===== src/bbn_pkg.sv =====
package bbn_pkg;

    // Default arithmetic format of the coordinates.
    localparam int COORD_WIDTH_DEF = 32;
    localparam int FRAC_BITS_DEF   = 16;

    // Fixed widths of the stream fields.
    localparam int FIELD_WIDTH    = 32;
    localparam int OUT_WIDTH      = 16;
    localparam int AXES           = 3;
    localparam int IN_DATA_WIDTH  = AXES * FIELD_WIDTH;
    localparam int OUT_DATA_WIDTH = AXES * OUT_WIDTH;
    localparam int IN_USER_WIDTH  = 2;
    localparam int STATUS_WIDTH   = 2;

    // Bit positions inside the input tuser.
    localparam int USER_ACTION = 0;
    localparam int USER_FIRST  = 1;

    // Action codes.
    localparam logic ACT_MEASURE   = 1'b0;
    localparam logic ACT_NORMALIZE = 1'b1;

    typedef logic [STATUS_WIDTH-1:0] t_status;

    // Result status codes.
    localparam t_status STATUS_OK          = 2'd0;
    localparam t_status STATUS_ZERO_EXTENT = 2'd1;
    localparam t_status STATUS_EMPTY       = 2'd2;

endpackage


===== src/bbn_div.sv =====
// Restoring divider that forms floor(2^(QW-1) / divisor), one quotient bit a cycle.
module bbn_div #(
    parameter int DW = bbn_pkg::COORD_WIDTH_DEF,
    parameter int QW = 2 * bbn_pkg::FRAC_BITS_DEF + 1
) (
    input  logic          i_clk,
    input  logic          i_rst_n,
    input  logic          i_start,
    input  logic [DW-1:0] i_divisor,
    output logic          o_done,
    output logic [QW-1:0] o_quotient
);

    localparam int CNTW = $clog2(QW);

    logic            r_busy;
    logic            r_done;
    logic [CNTW-1:0] r_cnt;
    logic [DW-1:0]   r_rem;
    logic [DW-1:0]   r_div;
    logic [QW-1:0]   r_quo;

    logic            w_lead;
    logic [DW:0]     w_trial;
    logic [DW:0]     w_diff;
    logic            w_fit;
    logic [DW-1:0]   n_rem;
    logic [QW-1:0]   n_quo;

    // The dividend is a single one in its top bit, so only the first step brings in a one.
    always_comb begin
        w_lead  = (r_cnt == '0);
        w_trial = {r_rem, w_lead};
        w_diff  = w_trial - {1'b0, r_div};
        w_fit   = (w_trial >= {1'b0, r_div});
        n_rem   = w_fit ? w_diff[DW-1:0] : w_trial[DW-1:0];
        n_quo   = {r_quo[QW-2:0], w_fit};
    end

    // Step sequencer.
    always_ff @(posedge i_clk) begin
        if (!i_rst_n) begin
            r_busy <= 1'b0;
            r_done <= 1'b0;
            r_cnt  <= '0;
        end else begin
            r_done <= 1'b0;
            if (i_start) begin
                r_busy <= 1'b1;
                r_cnt  <= '0;
                r_rem  <= '0;
                r_div  <= i_divisor;
            end else if (r_busy) begin
                r_rem <= n_rem;
                r_quo <= n_quo;
                if (r_cnt == CNTW'(QW - 1)) begin
                    r_busy <= 1'b0;
                    r_done <= 1'b1;
                end else begin
                    r_cnt <= r_cnt + 1'b1;
                end
            end
        end
    end

    assign o_done     = r_done;
    assign o_quotient = r_quo;

endmodule


===== src/bounding_box_normalize.sv =====
// Bounding-box normalizer for a vertex stream.
// Input stream (i_s_*): each request carries one vertex. tuser bit 0 is the action
// (0 measure, 1 normalize) and bit 1 marks the first vertex of a mesh in the measure pass.
// Output stream (o_m_*): one result per normalize request, three Q0.16 coordinates
// in tdata and a status code in tuser (0 ok, 1 zero extent, 2 nothing measured).
// A measure request produces no result and leaves the input ready for the next request.
// A normalize request holds the input from the accept cycle through one S_MUL step per
// axis on the shared multiplier, the S_SAT saturation step and the S_FIN load of the
// output register, after which its result is valid.
// A normalize request with an error status skips the multiplier and goes straight to S_FIN,
// or through S_SCALE first when the zero extent is found while the scale is computed.
// The first normalize request after measuring also computes the center and the
// reciprocal of the largest extent in S_SCALE, then waits in S_DIV for the serial divider.
// The result sits in an output register; measure requests are still taken while it
// waits. A normalize request that finishes while the receiver stalls waits until
// the register is free.
// Reset empties the bounds, drops the scale and clears the output valid.
module bounding_box_normalize #(
    parameter int COORD_WIDTH = bbn_pkg::COORD_WIDTH_DEF,
    parameter int FRAC_BITS   = bbn_pkg::FRAC_BITS_DEF
) (
    input  logic                                i_clk,
    input  logic                                i_rst_n,
    input  logic                                i_s_tvalid,
    output logic                                o_s_tready,
    // coord_x [31:0], coord_y [63:32], coord_z [95:64]
    input  logic [bbn_pkg::IN_DATA_WIDTH-1:0]   i_s_tdata,
    // action [0], first [1]
    input  logic [bbn_pkg::IN_USER_WIDTH-1:0]   i_s_tuser,
    output logic                                o_m_tvalid,
    input  logic                                i_m_tready,
    // norm_x [15:0], norm_y [31:16], norm_z [47:32]
    output logic [bbn_pkg::OUT_DATA_WIDTH-1:0]  o_m_tdata,
    // status [1:0]
    output logic [bbn_pkg::STATUS_WIDTH-1:0]    o_m_tuser
);

    localparam int CW       = COORD_WIDTH;
    localparam int QW       = 2 * FRAC_BITS + 1;
    localparam int MW       = CW + 1;
    localparam int PW       = MW + QW;
    localparam int OW       = bbn_pkg::OUT_WIDTH;
    localparam int FW       = bbn_pkg::FIELD_WIDTH;
    localparam int NAX      = bbn_pkg::AXES;
    localparam int SAT_POS  = 2 ** (OW - 1) - 1;
    localparam int SAT_NEG  = 2 ** (OW - 1);

    typedef enum logic [2:0] {
        S_IDLE,
        S_SCALE,
        S_DIV,
        S_MUL,
        S_SAT,
        S_FIN
    } t_state;

    t_state                   r_state;
    logic                     r_bvalid;
    logic                     r_sready;
    logic signed [CW-1:0]     r_low    [NAX];
    logic signed [CW-1:0]     r_high   [NAX];
    logic signed [CW-1:0]     r_center [NAX];
    logic signed [CW-1:0]     r_coord  [NAX];
    logic [CW-1:0]            r_ext;
    logic [QW-1:0]            r_inv;
    logic [1:0]               r_axis;
    logic [PW-1:0]            r_prod;
    logic                     r_neg;
    logic [OW-1:0]            r_norm   [NAX];
    bbn_pkg::t_status         r_status;
    logic                     r_ovalid;
    logic [bbn_pkg::OUT_DATA_WIDTH-1:0] r_odata;
    bbn_pkg::t_status         r_ostatus;

    logic [FW-1:0]            w_field  [NAX];
    logic [2*FW-1:0]          w_wide   [NAX];
    logic signed [CW-1:0]     w_coord  [NAX];
    logic [CW-1:0]            w_span   [NAX];
    logic signed [CW-1:0]     n_center [NAX];
    logic [CW-1:0]            n_ext;
    logic signed [MW-1:0]     w_diff;
    logic [MW-1:0]            w_mag;
    logic                     w_neg;
    logic [PW-1:0]            n_prod;
    logic                     w_div_start;
    logic                     w_div_done;
    logic [QW-1:0]            w_quot;

    // Saturate a scaled magnitude to signed Q0.16; negative values round toward minus infinity.
    function automatic logic [OW-1:0] f_sat(input logic [PW-1:0] p, input logic neg);
        logic [PW-1:0] q;
        logic [OW-1:0] res;
        q = p >> FRAC_BITS;
        if (neg) begin
            if (|p[FRAC_BITS-1:0]) begin
                q = q + PW'(1);
            end
            if (q >= PW'(SAT_NEG)) begin
                res = OW'(SAT_NEG);
            end else begin
                res = OW'(0) - q[OW-1:0];
            end
        end else if (q > PW'(SAT_POS)) begin
            res = OW'(SAT_POS);
        end else begin
            res = q[OW-1:0];
        end
        return res;
    endfunction

    // Take each coordinate from the low COORD_WIDTH bits of its zero-extended field.
    always_comb begin
        for (int a = 0; a < NAX; a++) begin
            w_field[a] = i_s_tdata[a*FW +: FW];
            w_wide[a]  = {{FW{1'b0}}, w_field[a]};
            w_coord[a] = w_wide[a][CW-1:0];
        end
    end

    // Center per axis and the largest extent.
    always_comb begin
        n_ext = '0;
        for (int a = 0; a < NAX; a++) begin
            w_span[a]   = r_high[a] - r_low[a];
            n_center[a] = r_low[a] + (w_span[a] >> 1);
            if (w_span[a] > n_ext) begin
                n_ext = w_span[a];
            end
        end
    end

    // Offset from the center and its product with the reciprocal, one axis a cycle.
    always_comb begin
        w_diff = {r_coord[r_axis][CW-1], r_coord[r_axis]}
               - {r_center[r_axis][CW-1], r_center[r_axis]};
        w_neg  = w_diff[MW-1];
        w_mag  = w_neg ? MW'(-w_diff) : w_diff;
        n_prod = PW'(w_mag) * PW'(r_inv);
    end

    assign w_div_start = (r_state == S_SCALE) && (n_ext != '0);

    bbn_div #(
        .DW(CW),
        .QW(QW)
    ) u_div (
        .i_clk      (i_clk),
        .i_rst_n    (i_rst_n),
        .i_start    (w_div_start),
        .i_divisor  (n_ext),
        .o_done     (w_div_done),
        .o_quotient (w_quot)
    );

    // Sequencer, bounds, scale and output register.
    always_ff @(posedge i_clk) begin
        if (!i_rst_n) begin
            r_state  <= S_IDLE;
            r_bvalid <= 1'b0;
            r_sready <= 1'b0;
            r_ovalid <= 1'b0;
            r_axis   <= '0;
        end else begin
            if (r_ovalid && i_m_tready) begin
                r_ovalid <= 1'b0;
            end
            unique case (r_state)
                S_IDLE: begin
                    if (i_s_tvalid) begin
                        if (i_s_tuser[bbn_pkg::USER_ACTION] == bbn_pkg::ACT_MEASURE) begin
                            for (int a = 0; a < NAX; a++) begin
                                if (i_s_tuser[bbn_pkg::USER_FIRST] || !r_bvalid) begin
                                    r_low[a]  <= w_coord[a];
                                    r_high[a] <= w_coord[a];
                                end else begin
                                    if (w_coord[a] < r_low[a]) begin
                                        r_low[a] <= w_coord[a];
                                    end
                                    if (w_coord[a] > r_high[a]) begin
                                        r_high[a] <= w_coord[a];
                                    end
                                end
                            end
                            r_bvalid <= 1'b1;
                            r_sready <= 1'b0;
                        end else begin
                            r_coord <= w_coord;
                            r_axis  <= '0;
                            for (int a = 0; a < NAX; a++) begin
                                r_norm[a] <= '0;
                            end
                            if (!r_bvalid) begin
                                r_status <= bbn_pkg::STATUS_EMPTY;
                                r_state  <= S_FIN;
                            end else if (!r_sready) begin
                                r_state <= S_SCALE;
                            end else if (r_ext == '0) begin
                                r_status <= bbn_pkg::STATUS_ZERO_EXTENT;
                                r_state  <= S_FIN;
                            end else begin
                                r_state <= S_MUL;
                            end
                        end
                    end
                end
                S_SCALE: begin
                    r_center <= n_center;
                    r_ext    <= n_ext;
                    if (n_ext == '0) begin
                        r_inv    <= '0;
                        r_sready <= 1'b1;
                        r_status <= bbn_pkg::STATUS_ZERO_EXTENT;
                        r_state  <= S_FIN;
                    end else begin
                        r_state <= S_DIV;
                    end
                end
                S_DIV: begin
                    if (w_div_done) begin
                        r_inv    <= w_quot;
                        r_sready <= 1'b1;
                        r_state  <= S_MUL;
                    end
                end
                S_MUL: begin
                    r_prod <= n_prod;
                    r_neg  <= w_neg;
                    // Saturate the product of the previous axis while this one multiplies.
                    if (r_axis != 2'd0) begin
                        r_norm[r_axis - 2'd1] <= f_sat(r_prod, r_neg);
                    end
                    if (r_axis == 2'd2) begin
                        r_state <= S_SAT;
                    end else begin
                        r_axis <= r_axis + 2'd1;
                    end
                end
                S_SAT: begin
                    r_norm[2] <= f_sat(r_prod, r_neg);
                    r_status  <= bbn_pkg::STATUS_OK;
                    r_state   <= S_FIN;
                end
                S_FIN: begin
                    if (!r_ovalid || i_m_tready) begin
                        r_ovalid  <= 1'b1;
                        r_odata   <= {r_norm[2], r_norm[1], r_norm[0]};
                        r_ostatus <= r_status;
                        r_state   <= S_IDLE;
                    end
                end
                default: begin
                    r_state <= S_IDLE;
                end
            endcase
        end
    end

    assign o_s_tready = (r_state == S_IDLE);
    assign o_m_tvalid = r_ovalid;
    assign o_m_tdata  = r_odata;
    assign o_m_tuser  = r_ostatus;

endmodule


===== config.mk =====
export PLATFORM = sky130hd
export DESIGN_NAME = bounding_box_normalize
export DESIGN_NICKNAME = d
export VERILOG_FILES = /design/src/bbn_pkg.sv /design/src/bbn_div.sv /design/src/bounding_box_normalize.sv
export SDC_FILE = /design/constraint.sdc
export NUM_CORES = 2
export LEC_CHECK = 0
export ABC_AREA = 1
export BUFFER_PORTS_ARGS = -buffer_cell sky130_fd_sc_hd__buf_2
export CORE_MARGIN = 2
export CORE_UTILIZATION = 42
export DETAILED_ROUTE_END_ITERATION = 8
export PLACE_DENSITY = 0.63
export REMOVE_ABC_BUFFERS = 1
export SLEW_MARGIN = 20
export SYNTH_ARGS = -nofsm -noshare
export SYNTH_HDL_FRONTEND = slang
export SYNTH_SLANG_ARGS = --single-unit

===== constraint.sdc =====
create_clock -name i_clk -period 20.7 [get_ports i_clk]
set_clock_uncertainty 0.2 [all_clocks]
set_input_delay 2.07 -clock i_clk [delete_from_list [all_inputs] [get_ports i_clk]]
set_output_delay 2.07 -clock i_clk [all_outputs]
set_load 0.1 [all_outputs]

# After elaboration in Yosys (flattened, before gate mapping)
# Memories as Yosys holds them, arrays and structs flattened. A register that Yosys moved wholly into a read port is not among the register bits.
# Index checks and enable logic that the tools add are counted.
# Widths: inputs -> output; s select.
dict set report word_totals {
  regBits 441
  latch_bits 0
  mem_bits_rw 240
  mem_bits_ro 0
  in_bits 102
  output_inout_bits 52
  wordCells 256
  n_memories 3
}
dict set report classes {
  n_addsub 15
  mul 1
  div 0
  n_lt_le_gt_ge 14
  eq_ne 17
  n_shift 0
  mux 135
  bitwise 13
  reduce_logical 35
}
# name depth word_bits read_ports rd_clocked_by_memory_dff wr line
set mem_list {}
lappend mem_list {r_high 3 32 3 0 3 bounding_box_normalize.sv:61} ;# logic signed [CW-1:0] r_high [NAX];
lappend mem_list {r_low 3 32 3 0 3 bounding_box_normalize.sv:60} ;# logic signed [CW-1:0] r_low [NAX];
lappend mem_list {r_norm 3 16 3 3 3 bounding_box_normalize.sv:69} ;# logic [OW-1:0] r_norm [NAX];
# operator n
set op_table {}
lappend op_table {{$mux 32} 15}
lappend op_table {{$mux 66} 6}
lappend op_table {{$mux 16} 12}
lappend op_table {{$gt 32x32->1} 5}
lappend op_table {{$ge 66x16->1 const B} 2}
lappend op_table {{$bmux 32 s2} 2}
lappend op_table {{$sub 32x32->32} 4}
lappend op_table {{$mux 33} 3}
lappend op_table {{$add 32x31->32} 3}
lappend op_table {{$lt 32x32->1} 3}
lappend op_table {{$mux 1} 72}
lappend op_table {{$mul 33x33->66} 1}
lappend op_table {{$pmux 33 s2} 1}
lappend op_table {{$logic_not 32->1} 2}
lappend op_table {{$add 50x1->51 const B} 1}
lappend op_table {{$mux 51} 1}
lappend op_table {{$gt 50x15->1 const B} 1}
lappend op_table {{$ge 33x32->1} 1}
lappend op_table {{$neg 33->33} 1}
lappend op_table {{$sub 32x32->33} 1}
lappend op_table {{$gt 32x1->1 const B} 1}
lappend op_table {{$reduce_bool 32->1} 1}
lappend op_table {{$reduce_or 16->1} 2}
lappend op_table {{$sub 1x16->16 const A} 2}
lappend op_table {{35 further kinds} 87}

# Logic depth before layout (Yosys ltp)
dict set report logic_depth {
  word_depth 13
  ltp_mapped 59
  ltp_nobuf 57
}

# By module
# A second synthesis with hierarchy kept.
dict set report unflattened {
  hier_cells 10451
  area_unflattened_um2 86285.3
}
# mod instances cells_each area_each_um2 seq_area_each_um2
set by_module_without_submodules {}
lappend by_module_without_submodules {bounding_box_normalize 1 9588 79632.6 18657.9}
lappend by_module_without_submodules {bbn_div 1 863 6652.6 3072.9}

# Least setup slack after synthesis
# Ideal clock, no wire load.
dict set report synth_path {
  path_kind {reg2reg}
  start {reg r_axis[0]}
  end {reg r_prod[57], data pin}
  setup_ns 0.252
  arrival_ns 9.951
  slack_ns 10.297
  path_stages_with_launch 53
  period_less_slack_ns 10.403
  cell_sequence {dfxtp_1 clkbuf_1 clkinv_1 clkbuf_1 nor2_1 a2bb2oi_1 ha_1 inv_1 fa_1 xor2_1 nor3_1 inv_1 nor3_2 nand2_1 nor2_1 nand2_2 inv_2 nand4_1 [17 not listed] fa_1 fa_1 inv_1 ha_1 a21oi_1 o21a_1 inv_1 a21oi_1 o21ai_0 a21oi_1 inv_1 a21oi_1 inv_1 a21oi_1 o21bai_1 nand2_1 a21o_1 nand2_1}
}
dict set report synth_between {
  elab_chain_cells 8
  word_cells_on_any_way 11
  classes_between {add/sub (2); mul (1); mux (7); bitwise (1)}
}
# element line
set synth_lines {}
lappend synth_lines {{start, declared} bounding_box_normalize.sv:66} ;# logic [1:0] r_axis;
lappend synth_lines {{start signal, assigned} bounding_box_normalize.sv:235} ;# r_axis <= r_axis + 2'd1;
lappend synth_lines {{$not 2->3 (implied by the code) (*)} {bounding_box_normalize.sv:134, bounding_box_normalize.sv:135}}
lappend synth_lines {{$bmux 32 s2 (on tied branches)} {bounding_box_normalize.sv:134, bounding_box_normalize.sv:135}}
lappend synth_lines {{$mux 32 (on tied branches) (2 in a row)} {bounding_box_normalize.sv:134, bounding_box_normalize.sv:135}}
lappend synth_lines {{$sub 32x32->33 (*)} bounding_box_normalize.sv:135} ;# - {r_center[r_axis][CW-1], r_center[r_axis]};
lappend synth_lines {{$neg 33->33} bounding_box_normalize.sv:137} ;# w_mag = w_neg ? MW'(-w_diff) : w_diff;
lappend synth_lines {{$mux 33 (*)} bounding_box_normalize.sv:137}
lappend synth_lines {{$mul 33x33->66 (*)} bounding_box_normalize.sv:138} ;# n_prod = PW'(w_mag) * PW'(r_inv);
lappend synth_lines {{net n_prod[57]} bounding_box_normalize.sv:84} ;# logic [PW-1:0] n_prod;
lappend synth_lines {{end signal, assigned} bounding_box_normalize.sv:226} ;# r_prod <= n_prod;
lappend synth_lines {{end, declared} bounding_box_normalize.sv:67} ;# logic [PW-1:0] r_prod;
# The timed path passes the listed nets; every way through them passes the cells marked *. The select of a mux whose other input is x is not followed.
# A chain may end at the register's enable or synchronous reset.

# Worst setup path after layout
dict set report layout_path {
  start {reg r_axis[0]}
  end {reg r_prod[55], data pin}
}
# Same word-level chain as after synthesis.

==> impl_metrics.py <==
metrics = {
    "status": {
        "status": "finished, final reports clean",
    },
    "setup_path": {
        "cpMaxStageDelayCell": "xor2_4",
        "crit_type": "flip-flop to flip-flop",
        "regToRegEndpoint": "r_prod[55]",
        "reg2reg_slack_ns": 7.09,
        "rr_worst_depth": 39,
        "crit_arrival_ns": 13.85,
        "startpoint_type": "flip-flop",
        "worstSetupEndpointType": "flip-flop",
        "crit_required_ns": 20.94,
        "reg2reg_from": "r_axis[0]",
        "path_common_cell": "fa_1",
        "slowest_delay_ns": 0.83,
        "worstPathMaxFanout": 70,
    },
    "clocking": {
        "clk_pin_slew_ns": 0.06,
        "numCtsBuffers": 88,
        "cts_sinks": 729,
        "cts_hold_buf": 0,
        "cts_resized": 0,
        "cts_tree": "yes",
        "cts_setup_buffers": 0,
        "cts.path.max_buffers": 3,
        "root_buffer": "clkbuf_16",
        "clk_latency_ns": 0.76,
        "cts_max_level": 3,
    },
    "timing": {
        "fin_crit_ns": 13.61,
        "tightest_slew_ns": 1.25,
        "setup_viol": 0,
        "max_slew_margin_pct": 16.9,
        "drv_slew": 0,
        "setup_slack_ns": 7.09,
        "setup-tns-final_ns": 0,
        "fmax_mhz": 73.5,
        "whs_ns": 0.202,
        "finalCritPeriodShare_pct": 65.8,
        "hold_viol_final": 0,
        "rsz0062_at_grt": "false",
    },
    "die": {
        "core_um2": 201000,
        "die_x_um": 454,
        "start_util_pct": 42.1,
        "die_y_um": 454,
        "rows": 165,
        "io_pins": 154,
        "die_area_um2": 206000,
    },
    "grt": {
        "globalRoute.totalOverflow": 0,
        "grt_first_pass_wirelength_mm": 438,
        "grt_util_all_layers_pct": 28.4,
        "grt_pass1_vias": 71400,
        "grt_max_degree": 71,
        "antenna_found_initial": 19,
    },
    "synth": {
        "synth_ff_type": "edfxtp_1",
        "yosysWarnings": 0,
        "syn_area_um2": 84900,
        "synth_top_area_share_pct": 25.2,
        "synthTopCellsByArea": "edfxtp_1 (25%), fa_1 (23%), ha_1 (11%)",
        "syn_area_per_cell_um2": 8.45,
        "synth_edf_count": 713,
        "synth_seq_area_share_pct": 25.6,
        "synth_cell_types": 66,
        "synth_seq_cells": 729,
        "async_flop_share_pct": 0,
        "netlist.top_cell.by_area": "edfxtp_1",
        "netlist_instances": 10100,
    },
    "finish": {
        "syn2layout_area_growth_pct": 8.05,
        "drive_above_1_share_pct": 5.55,
        "n_fill_cell": 19800,
        "fin_nets": 12000,
    },
    "drt": {
        "wirelength_mm": 293,
        "highest_layer": "met5",
        "drc": 0,
        "vias_per_cell": 5.38,
        "antenna_left": 0,
        "drt_iter0_markers": 6065,
        "dr_wl_met2_mm": 137,
        "num_vias": 69400,
        "drt_first_pass_iters": 9,
        "met3_length_mm": 23.5,
        "wl_per_cell_um": 22.7,
        "wl_met1_mm": 113,
    },
    "flow_run": {
        "cap_violations": 0,
    },
    "place": {
        "dp_hpwl_mm": 239,
        "portBuffers": 153,
        "post-place-ws_ns": 7.39,
        "place_congestion": 0.999,
    },
    "min_path": {
        "whs_path_depth": 0,
        "hold_class": "flip-flop to flip-flop",
        "hold_path_startpoint": "r_norm[0][14]",
        "worst_hold_path.endpoint": "o_m_tdata[14]",
    },
}
## layout make-up
type	count	area (um^2)	area share, %
sequential	729	21700	23.7
inverter	2137	8020	8.75
tap	2672	3340	3.64
antenna	6	15.0	0.0164
timing repair buffer	254	1560	1.71
multi-input combinational	6932	54100	58.9
clock buffer	98	2240	2.44
clock inverter	63	748	0.816
## worst max-delay path, delay by kind of cell, from the launching register on
kind,cells,cell delay (ns)
fa+ha+maj,10,4.80
simple gates,12,3.73
compound gates,6,1.78
buf+inv,9,1.35
xor+xnor,2,0.99
flops,1,0.31
## logic make-up (layout without fill, tap and decap cells)
group / Yosys count / count (layout) / share of synthesized area, %
AO/OA/AOI/OAI: 1158 / 1158 / 7.71
XOR/XNOR: 309 / 309 / 3.29
adder cells (fa/ha/maj): 1741 / 1741 / 34.2
buffers and inverters: 2391 / 2552 / 10.9
flip-flops: 729 / 729 / 25.6
other: 0 / 6 / 0
AND/OR/NAND/NOR: 3724 / 3724 / 18.3
## state kept, by name, indices dropped and copies added, names as in the netlist, 2 cells and up
register          cells
r_high               96
u_div.o_quotient     33
r_coord              96
r_state               3
r_center             96
r_inv                33
u_div.r_div          32
r_prod               66
r_norm               48
r_status              2
r_axis                2
r_ext                32
o_m_tuser             2
u_div.r_rem          32
u_div.r_cnt           6
o_m_tdata            48
r_low                96
## placed cells by master, fill, tap and decap left out, drive strengths merged, types with 3 or more instances in the layout
master    instances
and2             56
nand3           388
a2bb2oi          32
xor2            218
nor4             40
or2              13
a211oi           18
a221oi           11
a31oi            39
dfxtp            16
nand2          1906
o21ai           358
a21o             35
o21a             18
nand3b           13
a21boi           22
nor2           1091
buf             254
and3              7
nor3             98
clkinvlp          6
nand4           108
clkinv           44
a21oi           541
o221ai           11
bufinv           10
o211ai           22
fa              966
o21bai           29
xnor2            91
a2111oi           3
diode             6
ha              775
o2111ai           6
o31ai             5
inv            2140
a22oi             4
edfxtp          713
clkbuf           98
## through the flow
step	std cells	util [%]	instance area (um^2)
finish	12900	45.5	91700
global route	12900	45.5	91700
CTS	12900	45.5	91600
detailed placement	12700	44.0	88700
global placement	12700	44.0	88700
floorplan	9798	-	83700
## synth_stat cells (29+ instances only)
cell and number:
nor2_1 1059, inv_1 2101, a31oi_1 39, nand4_1 107, a2bb2oi_1 32, o21ai_0 340, nand3_1 384, a21o_1 35
nor3_1 89, nand2_1 1869, o21bai_1 29, ha_1 775, nor4_1 36, xnor2_1 88, fa_1 966, a21oi_1 537
edfxtp_1 713, and2_1 56, buf_2 69, xor2_1 212, clkbuf_1 151, nand2_2 32, inv_2 30
## worst max path at each step
stage,cells after the start,from,slack (ns),to
2_1_floorplan,47,r_axis[1],7.93,r_prod[57]
3_3_place_gp,51,r_axis[0],7.31,r_prod[57]
3_5_place_dp,49,r_axis[1],7.39,r_prod[57]
4_1_cts,47,r_axis[1],7.35,r_prod[47]
5_1_grt,49,r_axis[1],6.30,r_prod[57]
6_report,39,r_axis[0],7.09,r_prod[55]
## per-layer routing
layer | GRT usage [%] | up-vias
met5 | 0 | -
met4 | 16.1 | 10
met3 | 5.80 | 803
met2 | 47.3 | 3144
met1 | 34.2 | 33500
li1 | - | 31900
Power is left out: the tool's default activity adds up to more than one toggle a clock period on the data nets, which glitch-free logic cannot reach.
